`config.mk`:
```
export PLATFORM = sky130hd
export DESIGN_NAME = word_rle_decoder_unit
export DESIGN_NICKNAME = d
export VERILOG_FILES = /design/src/rtl/wrd_pkg.sv /design/src/rtl/wrd_ctrl.sv /design/src/rtl/wrd_datapath.sv /design/src/rtl/word_rle_decoder_unit.sv
export SDC_FILE = /design/constraint.sdc
export NUM_CORES = 1
export LEC_CHECK = 0
export BUFFER_PORTS_ARGS = -buffer_cell sky130_fd_sc_hd__buf_2
export CAP_MARGIN = 10
export CORE_UTILIZATION = 35
export DETAILED_ROUTE_END_ITERATION = 10
export PLACE_DENSITY_LB_ADDON = 0.2
export SYNTH_ARGS = -nofsm -noshare
export SYNTH_HDL_FRONTEND = slang
export SYNTH_SLANG_ARGS = --single-unit
```
`constraint.sdc`:
```
create_clock -name clk -period 10.8 [get_ports clk]
set_input_delay 0.54 -clock clk [delete_from_list [all_inputs] [get_ports clk]]
set_output_delay 0.54 -clock clk [all_outputs]
set_load 0.005 [all_outputs]
```
`src/rtl/wrd_pkg.sv`:
```
`default_nettype none

package wrd_pkg;

	// Field and register widths
	localparam int unsigned WORD_W      = 32;
	localparam int unsigned IN_LIMIT_W  = 22;
	localparam int unsigned OUT_LIMIT_W = 26;
	localparam int unsigned CFG_IDX_W   = 2;
	localparam int unsigned CFG_DATA_W  = OUT_LIMIT_W;

	// Default clamp for run counts
	localparam int unsigned MAX_RUN_DEF = 32;

	// Limit values after reset
	localparam logic [IN_LIMIT_W-1:0]  IN_LIMIT_RST  = IN_LIMIT_W'(2097152);
	localparam logic [OUT_LIMIT_W-1:0] OUT_LIMIT_RST = OUT_LIMIT_W'(33554432);

	// Configuration register indexes
	localparam logic [CFG_IDX_W-1:0] REG_INPUT_LIMIT  = CFG_IDX_W'(0);
	localparam logic [CFG_IDX_W-1:0] REG_OUTPUT_LIMIT = CFG_IDX_W'(1);

	// Result status codes
	typedef enum logic [1:0] {
		ST_DATA     = 2'd0,
		ST_OUT_FULL = 2'd1,
		ST_IN_LIMIT = 2'd2,
		ST_IGNORED  = 2'd3
	} status_t;

	// Controller states
	typedef enum logic {
		S_IDLE = 1'b0,
		S_RUN  = 1'b1
	} state_t;

	// Controller to datapath
	typedef struct packed {
		logic accept;
		logic step;
		logic busy;
	} cmd_t;

	// Datapath to controller
	typedef struct packed {
		logic slot_free;
		logic start_run;
		logic run_end;
	} sts_t;

endpackage

`default_nettype wire

```
`src/rtl/wrd_ctrl.sv`:
```
`default_nettype none

module wrd_ctrl (
	input  wire logic        clk,
	input  wire logic        arst_n,
	input  wire logic        in_valid,
	output logic             in_ready,
	input  wrd_pkg::sts_t    sts,
	output wrd_pkg::cmd_t    cmd
);
	import wrd_pkg::*;

	state_t state_q;
	state_t state_nxt;

	// Hold state
	always_ff @(posedge clk or negedge arst_n) begin
		if (!arst_n) begin
			state_q <= S_IDLE;
		end else begin
			state_q <= state_nxt;
		end
	end

	// Next state: enter a run after an element item with more than one word,
	// leave it when the last word or a stop result goes out
	always_comb begin
		state_nxt = state_q;
		case (state_q)
			S_IDLE: begin
				if (in_valid && sts.slot_free && sts.start_run) begin
					state_nxt = S_RUN;
				end
			end
			S_RUN: begin
				if (sts.slot_free && sts.run_end) begin
					state_nxt = S_IDLE;
				end
			end
			default: state_nxt = S_IDLE;
		endcase
	end

	// Commands
	always_comb begin
		in_ready   = 1'b0;
		cmd.accept = 1'b0;
		cmd.step   = 1'b0;
		cmd.busy   = 1'b0;
		case (state_q)
			S_IDLE: begin
				in_ready   = sts.slot_free;
				cmd.accept = in_valid && sts.slot_free;
			end
			S_RUN: begin
				cmd.step = sts.slot_free;
				cmd.busy = 1'b1;
			end
			default: begin
				in_ready = 1'b0;
			end
		endcase
	end

endmodule

`default_nettype wire

```
`src/rtl/wrd_datapath.sv`:
```
`default_nettype none

module wrd_datapath #(
	parameter int unsigned MAX_RUN = wrd_pkg::MAX_RUN_DEF
) (
	input  wire logic                             clk,
	input  wire logic                             arst_n,
	input  wrd_pkg::cmd_t                         cmd,
	output wrd_pkg::sts_t                         sts,
	input  wire logic [wrd_pkg::WORD_W-1:0]       word,
	input  wire logic                             start_of_stream,
	input  wire logic                             cfg_valid,
	input  wire logic [wrd_pkg::CFG_IDX_W-1:0]    cfg_index,
	input  wire logic [wrd_pkg::CFG_DATA_W-1:0]   cfg_data,
	output logic                                  out_valid,
	input  wire logic                             out_ready,
	output logic [wrd_pkg::WORD_W-1:0]            data_word,
	output logic [1:0]                            status,
	output logic                                  last
);
	import wrd_pkg::*;

	localparam int unsigned PW = $clog2(MAX_RUN + 1);

	// Configuration
	logic [IN_LIMIT_W-1:0]  in_limit_q;
	logic [OUT_LIMIT_W-1:0] out_limit_q;

	// Stream state
	logic                   expect_q;
	logic [PW-1:0]          pending_q;
	logic [IN_LIMIT_W-1:0]  rd_q;
	logic [OUT_LIMIT_W-1:0] wr_q;
	logic                   stopped_q;
	logic [PW-1:0]          remain_q;
	logic [WORD_W-1:0]      elem_q;

	// Output register
	logic                   out_valid_q;
	logic [WORD_W-1:0]      out_word_q;
	status_t                out_status_q;
	logic                   out_last_q;

	// Stream state seen by an item, after an optional restart
	logic                   eff_expect;
	logic [PW-1:0]          eff_pending;
	logic [IN_LIMIT_W-1:0]  eff_rd;
	logic [OUT_LIMIT_W-1:0] eff_wr;
	logic                   eff_stopped;

	logic                   in_full;
	logic                   out_full;
	logic [PW-1:0]          acc_count;
	logic [PW-1:0]          hdr_count;
	logic [OUT_LIMIT_W-1:0] step_wr;
	logic [PW-1:0]          step_remain;
	logic [WORD_W-1:0]      step_word;

	// Next values
	logic                   expect_n;
	logic [PW-1:0]          pending_n;
	logic [IN_LIMIT_W-1:0]  rd_n;
	logic [OUT_LIMIT_W-1:0] wr_n;
	logic                   stopped_n;
	logic [PW-1:0]          remain_n;
	logic                   emit;
	logic                   do_step;
	logic [WORD_W-1:0]      emit_word;
	status_t                emit_status;
	logic                   emit_last;

	// Apply restart and share one limit compare between accept and run steps
	always_comb begin
		eff_expect  = start_of_stream ? 1'b0 : expect_q;
		eff_pending = start_of_stream ? '0 : pending_q;
		eff_rd      = start_of_stream ? '0 : rd_q;
		eff_wr      = start_of_stream ? '0 : wr_q;
		eff_stopped = start_of_stream ? 1'b0 : stopped_q;

		in_full   = eff_rd >= in_limit_q;
		acc_count = eff_expect ? eff_pending : PW'(1);
		hdr_count = (word[WORD_W-2:0] >= (WORD_W-1)'(MAX_RUN)) ? PW'(MAX_RUN)
			: word[PW-1:0];

		step_wr     = cmd.step ? wr_q : eff_wr;
		step_remain = cmd.step ? remain_q : acc_count;
		step_word   = cmd.step ? elem_q : word;
		out_full    = step_wr >= out_limit_q;

		sts.slot_free = !out_valid_q || out_ready;
		sts.start_run = !eff_stopped && !in_full && eff_expect
			&& (eff_pending > PW'(1)) && !out_full;
		sts.run_end   = out_full || (remain_q == PW'(1));
	end

	// Decide what an accepted item or a run step does
	always_comb begin
		expect_n    = expect_q;
		pending_n   = pending_q;
		rd_n        = rd_q;
		wr_n        = wr_q;
		stopped_n   = stopped_q;
		remain_n    = remain_q;
		emit        = 1'b0;
		do_step     = 1'b0;
		emit_word   = '0;
		emit_status = ST_DATA;
		emit_last   = 1'b1;

		if (cmd.accept) begin
			expect_n  = eff_expect;
			pending_n = eff_pending;
			rd_n      = eff_rd;
			wr_n      = eff_wr;
			stopped_n = eff_stopped;
			if (eff_stopped) begin
				emit        = 1'b1;
				emit_status = ST_IGNORED;
			end else if (in_full) begin
				stopped_n   = 1'b1;
				emit        = 1'b1;
				emit_status = ST_IN_LIMIT;
			end else begin
				rd_n = eff_rd + IN_LIMIT_W'(1);
				if (eff_expect) begin
					expect_n  = 1'b0;
					pending_n = '0;
					do_step   = acc_count != '0;
				end else if (word[WORD_W-1]) begin
					pending_n = hdr_count;
					expect_n  = 1'b1;
				end else begin
					do_step = 1'b1;
				end
			end
		end else if (cmd.step) begin
			do_step = 1'b1;
		end

		// Emit one run word, or the stop result when the output limit is hit
		if (do_step) begin
			emit = 1'b1;
			if (out_full) begin
				stopped_n   = 1'b1;
				emit_status = ST_OUT_FULL;
			end else begin
				wr_n      = step_wr + OUT_LIMIT_W'(1);
				emit_word = step_word;
				emit_last = step_remain == PW'(1);
				remain_n  = step_remain - PW'(1);
			end
		end
	end

	// Control registers
	always_ff @(posedge clk or negedge arst_n) begin
		if (!arst_n) begin
			in_limit_q  <= IN_LIMIT_RST;
			out_limit_q <= OUT_LIMIT_RST;
			expect_q    <= 1'b0;
			pending_q   <= '0;
			rd_q        <= '0;
			wr_q        <= '0;
			stopped_q   <= 1'b0;
			remain_q    <= '0;
			out_valid_q <= 1'b0;
		end else begin
			if (cfg_valid && (cfg_index == REG_INPUT_LIMIT)) begin
				in_limit_q <= cfg_data[IN_LIMIT_W-1:0];
			end
			if (cfg_valid && (cfg_index == REG_OUTPUT_LIMIT)) begin
				out_limit_q <= cfg_data[OUT_LIMIT_W-1:0];
			end
			expect_q  <= expect_n;
			pending_q <= pending_n;
			rd_q      <= rd_n;
			wr_q      <= wr_n;
			stopped_q <= stopped_n;
			remain_q  <= remain_n;
			if (emit) begin
				out_valid_q <= 1'b1;
			end else if (out_ready) begin
				out_valid_q <= 1'b0;
			end
		end
	end

	// Payload registers
	always_ff @(posedge clk) begin
		if (cmd.accept) begin
			elem_q <= word;
		end
		if (emit) begin
			out_word_q   <= emit_word;
			out_status_q <= emit_status;
			out_last_q   <= emit_last;
		end
	end

	assign out_valid = out_valid_q;
	assign data_word = out_word_q;
	assign status    = out_status_q;
	assign last      = out_last_q;

endmodule

`default_nettype wire

```
`src/rtl/word_rle_decoder_unit.sv`:
```
// Results are registered: an item's first result, if any, shows in the cycle after it
// is accepted. A literal gives one word, a header none; a run element of count n gives
// up to n words, one per cycle from the shared emit step unless stalled; input waits.
// Output back-pressure stalls the input; a full output register blocks acceptance.
// Reset (arst_n low): counters, phase and stop flag clear; input limit 2^21 words,
// output limit 2^25 words.
`default_nettype none

module word_rle_decoder_unit #(
	parameter int unsigned MAX_RUN = wrd_pkg::MAX_RUN_DEF
) (
	input  wire logic                             clk,
	input  wire logic                             arst_n,
	input  wire logic                             in_valid,
	output logic                                  in_ready,
	input  wire logic [wrd_pkg::WORD_W-1:0]       word,
	input  wire logic                             start_of_stream,
	output logic                                  out_valid,
	input  wire logic                             out_ready,
	output logic [wrd_pkg::WORD_W-1:0]            data_word,
	output logic [1:0]                            status,
	output logic                                  last,
	input  wire logic                             cfg_valid,
	output logic                                  cfg_ready,
	input  wire logic [wrd_pkg::CFG_IDX_W-1:0]    cfg_index,
	input  wire logic [wrd_pkg::CFG_DATA_W-1:0]   cfg_data
);
	import wrd_pkg::*;

	cmd_t cmd;
	sts_t sts;

	// Configuration writes land at once
	assign cfg_ready = 1'b1;

	wrd_ctrl u_ctrl (
		.clk      (clk),
		.arst_n   (arst_n),
		.in_valid (in_valid),
		.in_ready (in_ready),
		.sts      (sts),
		.cmd      (cmd)
	);

	wrd_datapath #(
		.MAX_RUN (MAX_RUN)
	) u_datapath (
		.clk             (clk),
		.arst_n          (arst_n),
		.cmd             (cmd),
		.sts             (sts),
		.word            (word),
		.start_of_stream (start_of_stream),
		.cfg_valid       (cfg_valid),
		.cfg_index       (cfg_index),
		.cfg_data        (cfg_data),
		.out_valid       (out_valid),
		.out_ready       (out_ready),
		.data_word       (data_word),
		.status          (status),
		.last            (last)
	);

	// Never load the output register while it still holds an untaken item
	a_no_overwrite: assert property (@(posedge clk) disable iff (!arst_n)
		(cmd.accept || cmd.step) |-> (!out_valid || out_ready))
		else $error("output item overwritten");

	// Input and run steps never overlap
	a_excl: assert property (@(posedge clk) disable iff (!arst_n)
		!(cmd.accept && cmd.step) && !(in_ready && cmd.busy))
		else $error("accept during run");

	// A run ends back in idle
	a_run_exit: assert property (@(posedge clk) disable iff (!arst_n)
		(cmd.step && sts.run_end) |=> !cmd.busy)
		else $error("run did not end");

	// Stop and ignore results always close their item
	a_stop_last: assert property (@(posedge clk) disable iff (!arst_n)
		(out_valid && (status != ST_DATA)) |-> last)
		else $error("stop result without last");

endmodule

`default_nettype wire
```
==> results of run 1 <==
## worst reg2reg max path, cell delays in order (launching register included)
cell      delay, ns
dfrtp_1        0.39
nor2b_1        0.22
nor2_4         0.82
nor2_1         0.09
buf_4          0.23
nor2_1         0.14
ha_1           0.26
and4_1         0.24
a211oi_1       0.22
o22ai_1        0.16
or2_1          0.35
a21oi_2        0.82
nor2_1         0.32
a211o_1        0.36
## sequential cells by signal (all words and copies together), names as in the netlist
register and cells:
u_datapath.remain_q 6, u_datapath.last 1, u_datapath.stopped_q 1, u_datapath.out_limit_q 26
u_datapath.data_word 32, u_datapath.rd_q 22, u_datapath.in_limit_q 22, u_datapath.out_valid 1
u_datapath.pending_q 6, u_datapath.elem_q 32, u_ctrl.state_q 1, u_datapath.status 2
u_datapath.expect_q 1, u_datapath.wr_q 26
## worst max path at each step
stage	from	endpoint	cells after the start
floorplan	start_of_stream	u_datapath.data_word[0]	12
finish	u_datapath.out_valid	u_datapath.wr_q[16]	13
global placement	out_ready	u_datapath.wr_q[16]	15
detailed placement	out_ready	u_datapath.wr_q[16]	14
CTS	u_datapath.out_valid	u_datapath.wr_q[4]	14
global route	u_datapath.out_valid	u_datapath.wr_q[4]	14
## cells by family (layout without fill, tap and decap cells)
logic type / Yosys count / in the layout
fa+ha+maj: 51 / 51
other cells: 1 / 1
flops: 179 / 179
mux: 28 / 28
simple gates: 360 / 360
xor+xnor: 27 / 27
compound gates: 186 / 186
buf+inv: 105 / 211
## per-stage QoR
step	util, %	power (W)
2_1_floorplan	-	0.001359
3_5_place_dp	39.19	0.001588
5_1_grt	41.61	0.002370
6_report	41.61	0.002230
4_1_cts	41.61	0.002259
3_3_place_gp	39.19	0.001582
## synthesized netlist by cell type (10+ instances only)
cell type | instances | area (um^2)
a21oi_1 | 58 | 290.3
ha_1 | 51 | 638.1
dfrtp_1 | 110 | 2753
a21o_1 | 11 | 82.58
o21ai_0 | 41 | 205.2
nor2_1 | 32 | 120.1
nand4_1 | 19 | 118.9
and2_1 | 20 | 125.1
nand2_1 | 160 | 600.6
clkbuf_1 | 25 | 93.84
nand3_1 | 40 | 200.2
o22ai_1 | 14 | 87.58
edfxtp_1 | 67 | 2012
nor4_1 | 11 | 68.82
buf_2 | 10 | 50.05
inv_1 | 66 | 247.7
mux2_2 | 28 | 315.3
and3_1 | 16 | 100.1
xor2_1 | 17 | 148.9
nor2b_1 | 23 | 143.9
## per-layer routing
metal	global-route usage, %	up-vias
met5	0	-
met4	5.486	0
met3	2.860	19
met2	27.13	180
met1	25.02	3445
li1	-	3515
## area by class of cell
type / count / share of cell area (%)
Timing Repair Buffer: 112 / 5.393
Inverter: 67 / 2.306
Sequential cell: 179 / 44.18
Clock inverter: 15 / 1.916
Clock buffer: 17 / 3.901
Multi-Input combinational cell: 653 / 38.46
Tap cell: 335 / 3.844
## power breakdown
group | internal, W | switching, W | total (W) | leakage, nW
registers | 0.000881 | 0.0000591 | 0.000940 | 2.09
logic | 0.000211 | 0.000419 | 0.000630 | 2.43
clock network | 0.000324 | 0.000335 | 0.000659 | 0.306
==> impl_metrics.toml, run 1 <==
[synth]
synth_compound_area_share_pct = 12.68
syn_area_um2 = 9405
synth_xor_area_share_pct = 2.594
synthMuxAreaShare_pct = 3.352
synth-simple-area-share_pct = 18.89
synth-edff-count = 67
yosys.cell_types.count = 67
synthArstFlopShare_pct = 62.57
seq_area_frac_synth_pct = 51.22
synth-seq-cells = 179
synthAdderAreaFrac_pct = 6.785
synth_top_family_by_area = "simple AND/OR/NAND/NOR gates"
syn-mean-instance-area_um2 = 10.04
yosysWarnings = 0
synth_ff_type = "dfrtp_1"
syn_inst = 937
syn_nets = 1054

[detailed_routing]
num_vias = 7159
met2_length_um = 10460
met3_length_um = 916
top_layer_used = "met4"
routed_wl_um = 23330
wl_met1_um = 11600
drt_iter0_drc = 430
vias_per_cell = 5.195
routedWlPerCell_um = 16.93
firstDrtPassIters = 8
remaining_drc_errors = 9
drtAntennaViolNets = 0

[critical_path]
path_buf_inv = 1
cpMaxStageDelayCell = "nor2_4"
reg2reg_from = "u_datapath.out_valid"
cpLargestDelayFamily = "simple AND/OR/NAND/NOR gates"
critical_path.most_common_cell = "nor2_1"
critPathLaunchType = "register"
crit_chain = "nor2b_1 > nor2_4 > nor2_1 > buf_4 > nor2_1 > ha_1 > and4_1 > a211oi_1 > o22ai_1 > or2_1 > a21oi_2 > nor2_1 > a211o_1"
critPathMaxFanout = 43
r2r_cells = 13
reg2reg_to = "u_datapath.wr_q[16]"
setup.worst_path.class = "register to register"
cp.required_ns = 11.13
reg2reg_slack_ns = 6.11
cp-end-kind = "register"
cp.arrival_ns = 5.02
max_stage_delay_ns = 0.81

[floorplan]
initial_utilization_pct = 35.89
io_pins = 104
die_h_um = 165.9
fp.dieW_um = 165.9
fp-row-count = 59
core-area_um2 = 26210
die_area_um2 = 27530

[sta]
maxSlewHeadroom_pct = 27.32
rsz0062_at_grt = "false"
report.final.slew_viol_count = 0
worst_pin_slew_ns = 1.090
finalSetupTns_ns = 0
finalHoldViolCount = 0
setup_ws_ns = 6.108
timing.hold.ws_ns = 0.1539
finalCritPeriodShare_pct = 43.44
setup_violations = 0
max_freq_ghz = 0.2131
min_period_ns = 4.692
skew_ns = 0.01735

[global_route]
antenna_found_initial = 0
grt_usage_pct = 17.52
grt_max_degree = 60
grt_pass1_wl_um = 38080
grt_pass1_vias = 7032
grt-ovfl-total = 0

[placed_design]
portBuffers = 102
dp_hpwl_um = 16240
dp_cells = 1346
gp_congestion = 0.8231
placed_cell_area_um2 = 10270
preCtsSetupSlack_ns = 5.961

[cts]
numCtsBuffers = 17
clk_path_buf_depth = 2
cts_num_sinks = 179
htreeDepth = 4
clk_pin_slew_ns = 0.08
tritoncts = "done"
insertion_delay_ns = 0.44
post_cts_buffers = 0
cts_root_buf = "clkbuf_16"
cts_resized = 0
cts_hold_buffers = 0

[finish]
seq_area_um2 = 4817
diodes = 0
syn2layout_area_growth_pct = 15.94
multi_input_area_um2 = 4194
final_cells = 1378
postLayoutCellArea_um2 = 10900
final_cell_mix = "160 x nand2_1, 110 x dfrtp_1, 101 x buf_2"
mostFrequentLayoutCell = "nand2_1"
nFillCells = 2515
nNetsFinal = 1147
drive_gt1_share_pct = 18.79

[power_and_ir_drop]
pwr_density_cell_nw_per_um2 = 204.5
vdd_drop_max_v = 0.0001388
cellLeakagePower_nw = 4.828

[status]
status = "complete, but fails checks"
violations = "DRC"

[min_path]
hp-class = "input port to async pin"

[run]
max_cap_viol_count = 0
Note: power is estimated with default switching activity, not from simulation.
==> inputs of run 2 (changes only) <==
--- a/config.mk
+++ b/config.mk
@@ -5,6 +5,7 @@
 export SDC_FILE = /design/constraint.sdc
 export NUM_CORES = 1
 export LEC_CHECK = 0
+export ABC_AREA = 1
 export BUFFER_PORTS_ARGS = -buffer_cell sky130_fd_sc_hd__buf_2
 export CAP_MARGIN = 10
 export CORE_UTILIZATION = 35
==> constraint.sdc (replaced) <==
create_clock -name clk -period 4.57 [get_ports clk]
set_input_delay 0.2285 -clock clk [delete_from_list [all_inputs] [get_ports clk]]
set_output_delay 0.2285 -clock clk [all_outputs]
set_load 0.005 [all_outputs]
==> run 2 against run 1 <==
Effect of this change:
- the flow now finishes without violations
- maximum frequency increased by 32%
- die area increased by 15%
- final cell count increased by 43%
- routed wire length increased by 25%
- first-iteration DRC count increased by 37%
- cell area increased by 16%
- via count increased by 31%
- sequential power increased by 130%
- clock power increased by 130%
- critical path type unchanged
==> impl_metrics.toml, run 2 <==
[sta]
finalSetupTns_ns = 0
report.final.slew_viol_count = 0
min_period_ns = 3.560
maxSlewHeadroom_pct = 33.39
finalHoldViolCount = 0
finalCritPeriodShare_pct = 77.89
max_freq_ghz = 0.2809
skew_ns = 0.01359
rsz0062_at_grt = "false"
worst_pin_slew_ns = 0.9981
setup_ws_ns = 1.010
setup_violations = 0

[global_route]
grt_pass1_wl_um = 46270
grt_pass1_vias = 8769
grt_usage_pct = 18.93
antenna_found_initial = 0
grt-ovfl-total = 0
grt_max_degree = 66

[synth]
synth_top_area_share_pct = 25.35
synthArstFlopShare_pct = 62.57
syn-mean-instance-area_um2 = 7.513
syn_area_um2 = 10860
seq_area_frac_synth_pct = 44.37
syn_inst = 1445
yosys.cell_count.top_type = "nand2_1"
synth_ff_type = "dfrtp_1"
synth-seq-cells = 179
synth_area_leader_cell = "dfrtp_1"
synthTopCellsByCount = "472 x nand2_1, 186 x inv_1, 140 x nor2_1, 116 x nand3_1, 110 x dfrtp_1"
synthTopCellsByArea = "dfrtp_1 25%, edfxtp_1 19%, nand2_1 16%"
yosys.cell_types.count = 39
yosysWarnings = 0
synth-edff-count = 67
syn_nets = 1562

[floorplan]
die_h_um = 178.1
initial_utilization_pct = 35.49
core-area_um2 = 30590
fp-row-count = 64
fp.dieW_um = 178.1
die_area_um2 = 31730
io_pins = 104

[min_path]
hp-class = "input port to register"
min_from = "word[22]"
hold_depth = 1
hold_end = "u_datapath.elem_q[22]"

[critical_path]
r2r_cells = 15
critPathLaunchType = "register"
cp.required_ns = 4.87
reg2reg_to = "u_datapath.data_word[8]"
critPathMaxFanout = 17
cp-end-kind = "register"
cp.arrival_ns = 3.86
reg2reg_slack_ns = 1.01
setup.worst_path.class = "register to register"
reg2reg_from = "u_ctrl.state_q"

[detailed_routing]
routedWlPerCell_um = 14.72
drtAntennaViolNets = 0
firstDrtPassIters = 5
num_vias = 9366
routed_wl_um = 29090
vias_per_cell = 4.740
remaining_drc_errors = 0
drt_iter0_drc = 591

[cts]
htreeDepth = 4
tritoncts = "done"
clk_path_buf_depth = 2
clk_pin_slew_ns = 0.07
insertion_delay_ns = 0.45
cts_num_sinks = 179
numCtsBuffers = 17
cts_root_buf = "clkbuf_16"
cts_resized = 0

[power_and_ir_drop]
seq_power_share_pct = 43.1
switching_power_w = 0.001841
vdd_drop_max_v = 0.0003132
cellLeakagePower_nw = 6.273
p_comb_share_pct = 27.6
p_int_w = 0.003235
pwr_density_cell_nw_per_um2 = 401.3
swShare_pct = 36.27
p_clk_share_pct = 29.3

[run]
max_cap_viol_count = 0

[placed_design]
gp_congestion = 0.9389
portBuffers = 102
preCtsSetupSlack_ns = 0.8353
dp_hpwl_um = 21390

[finish]
final_cell_mix = "471 x nand2_1, 186 x inv_1, 139 x nor2_1"
syn2layout_area_growth_pct = 16.51
nNetsFinal = 1684
drive_gt1_share_pct = 13.35
nFillCells = 3208
diodes = 0
mostFrequentLayoutCell = "nand2_1"

[status]
status = "complete, no violations"
[run 2: timing repair]
item,4_1_cts,5_1_grt
hold endpoints to repair,75,0
setup buffers,0,0
hold buffers,31,0
setup endpoints to repair,0,0
[run 2: layer usage]
metal / up-vias / wire [um] / global-route usage (%)
met3: 29 / 1281 / 2.728
met2: 206 / 13080 / 29.52
met1: 4300 / 14240 / 26.90
met4: 0 / 499 / 5.912
met5: - / 0 / 0
li1: 4831 / - / -
[run 2: cells by family after synthesis]
group                    synth area share, %
XOR/XNOR                               2.662
other                                0.03454
AND/OR/NAND/NOR                        31.47
flip-flops                             44.37
adder cells (fa/ha/maj)                5.878
buffers and inverters                  9.151
AO/OA/AOI/OAI                          6.431
[run 2: final cells by class]
| cell class | count | area [um^2] | share of cell area, % |
|---|---|---|---|
| Clock buffer | 18 | 429.2 | 3.393 |
| Tap cell | 396 | 495.5 | 3.917 |
| Timing Repair Buffer | 150 | 963.4 | 7.616 |
| Inverter | 196 | 735.7 | 5.816 |
| Multi-Input combinational cell | 1023 | 5051 | 39.93 |
| Clock inverter | 14 | 157.7 | 1.246 |
| Sequential cell | 179 | 4817 | 38.08 |
[run 2: worst max path at each step]
stage | from | endpoint | slack, ns
floorplan | start_of_stream | u_datapath.data_word[0] | 1.20
global placement | start_of_stream | u_datapath.data_word[10] | 0.88
detailed placement | start_of_stream | u_datapath.data_word[10] | 0.84
CTS | u_ctrl.state_q | u_datapath.data_word[8] | 1.02
global route | u_ctrl.state_q | u_datapath.data_word[19] | 0.73
finish | u_ctrl.state_q | u_datapath.data_word[8] | 1.01
[run 2: power groups by stage]
stage          clock [W]  combinational (W)  sequential [W]
3_3_place_gp           0            0.00138         0.00222
2_1_floorplan          0           0.000942         0.00220
4_1_cts          0.00152            0.00142         0.00219
3_5_place_dp           0            0.00140         0.00223
6_report         0.00149            0.00140         0.00219
5_1_grt          0.00158            0.00159         0.00222
[run 2: stage by stage]
step	hold WS (ns)	utilization, %	total power, W	instances	area (um^2)
global route	0.0003658	41.35	0.005393	1976	12650
global placement	0.3049	38.42	0.003600	1913	11750
CTS	0.0006288	41.35	0.005139	1976	12650
floorplan	-0.06709	-	0.003137	1445	10860
finish	0.01170	41.35	0.005077	1976	12650
detailed placement	0.3124	38.42	0.003624	1913	11750
[run 2: worst max-delay path, stage by stage, from the launching register on]
cell and delay [ns]:
dfrtp_1 0.76, nand2_2 0.13, nand2_2 0.33, inv_2 0.19, nor2_1 0.29, ha_1 0.31, a21oi_1 0.13, o21ai_0 0.09
nand2_1 0.06, nand3_1 0.07, nand2_1 0.09, nand3_1 0.09, nor2_2 0.12, nand2_2 0.31, buf_4 0.31, a21oi_2 0.10
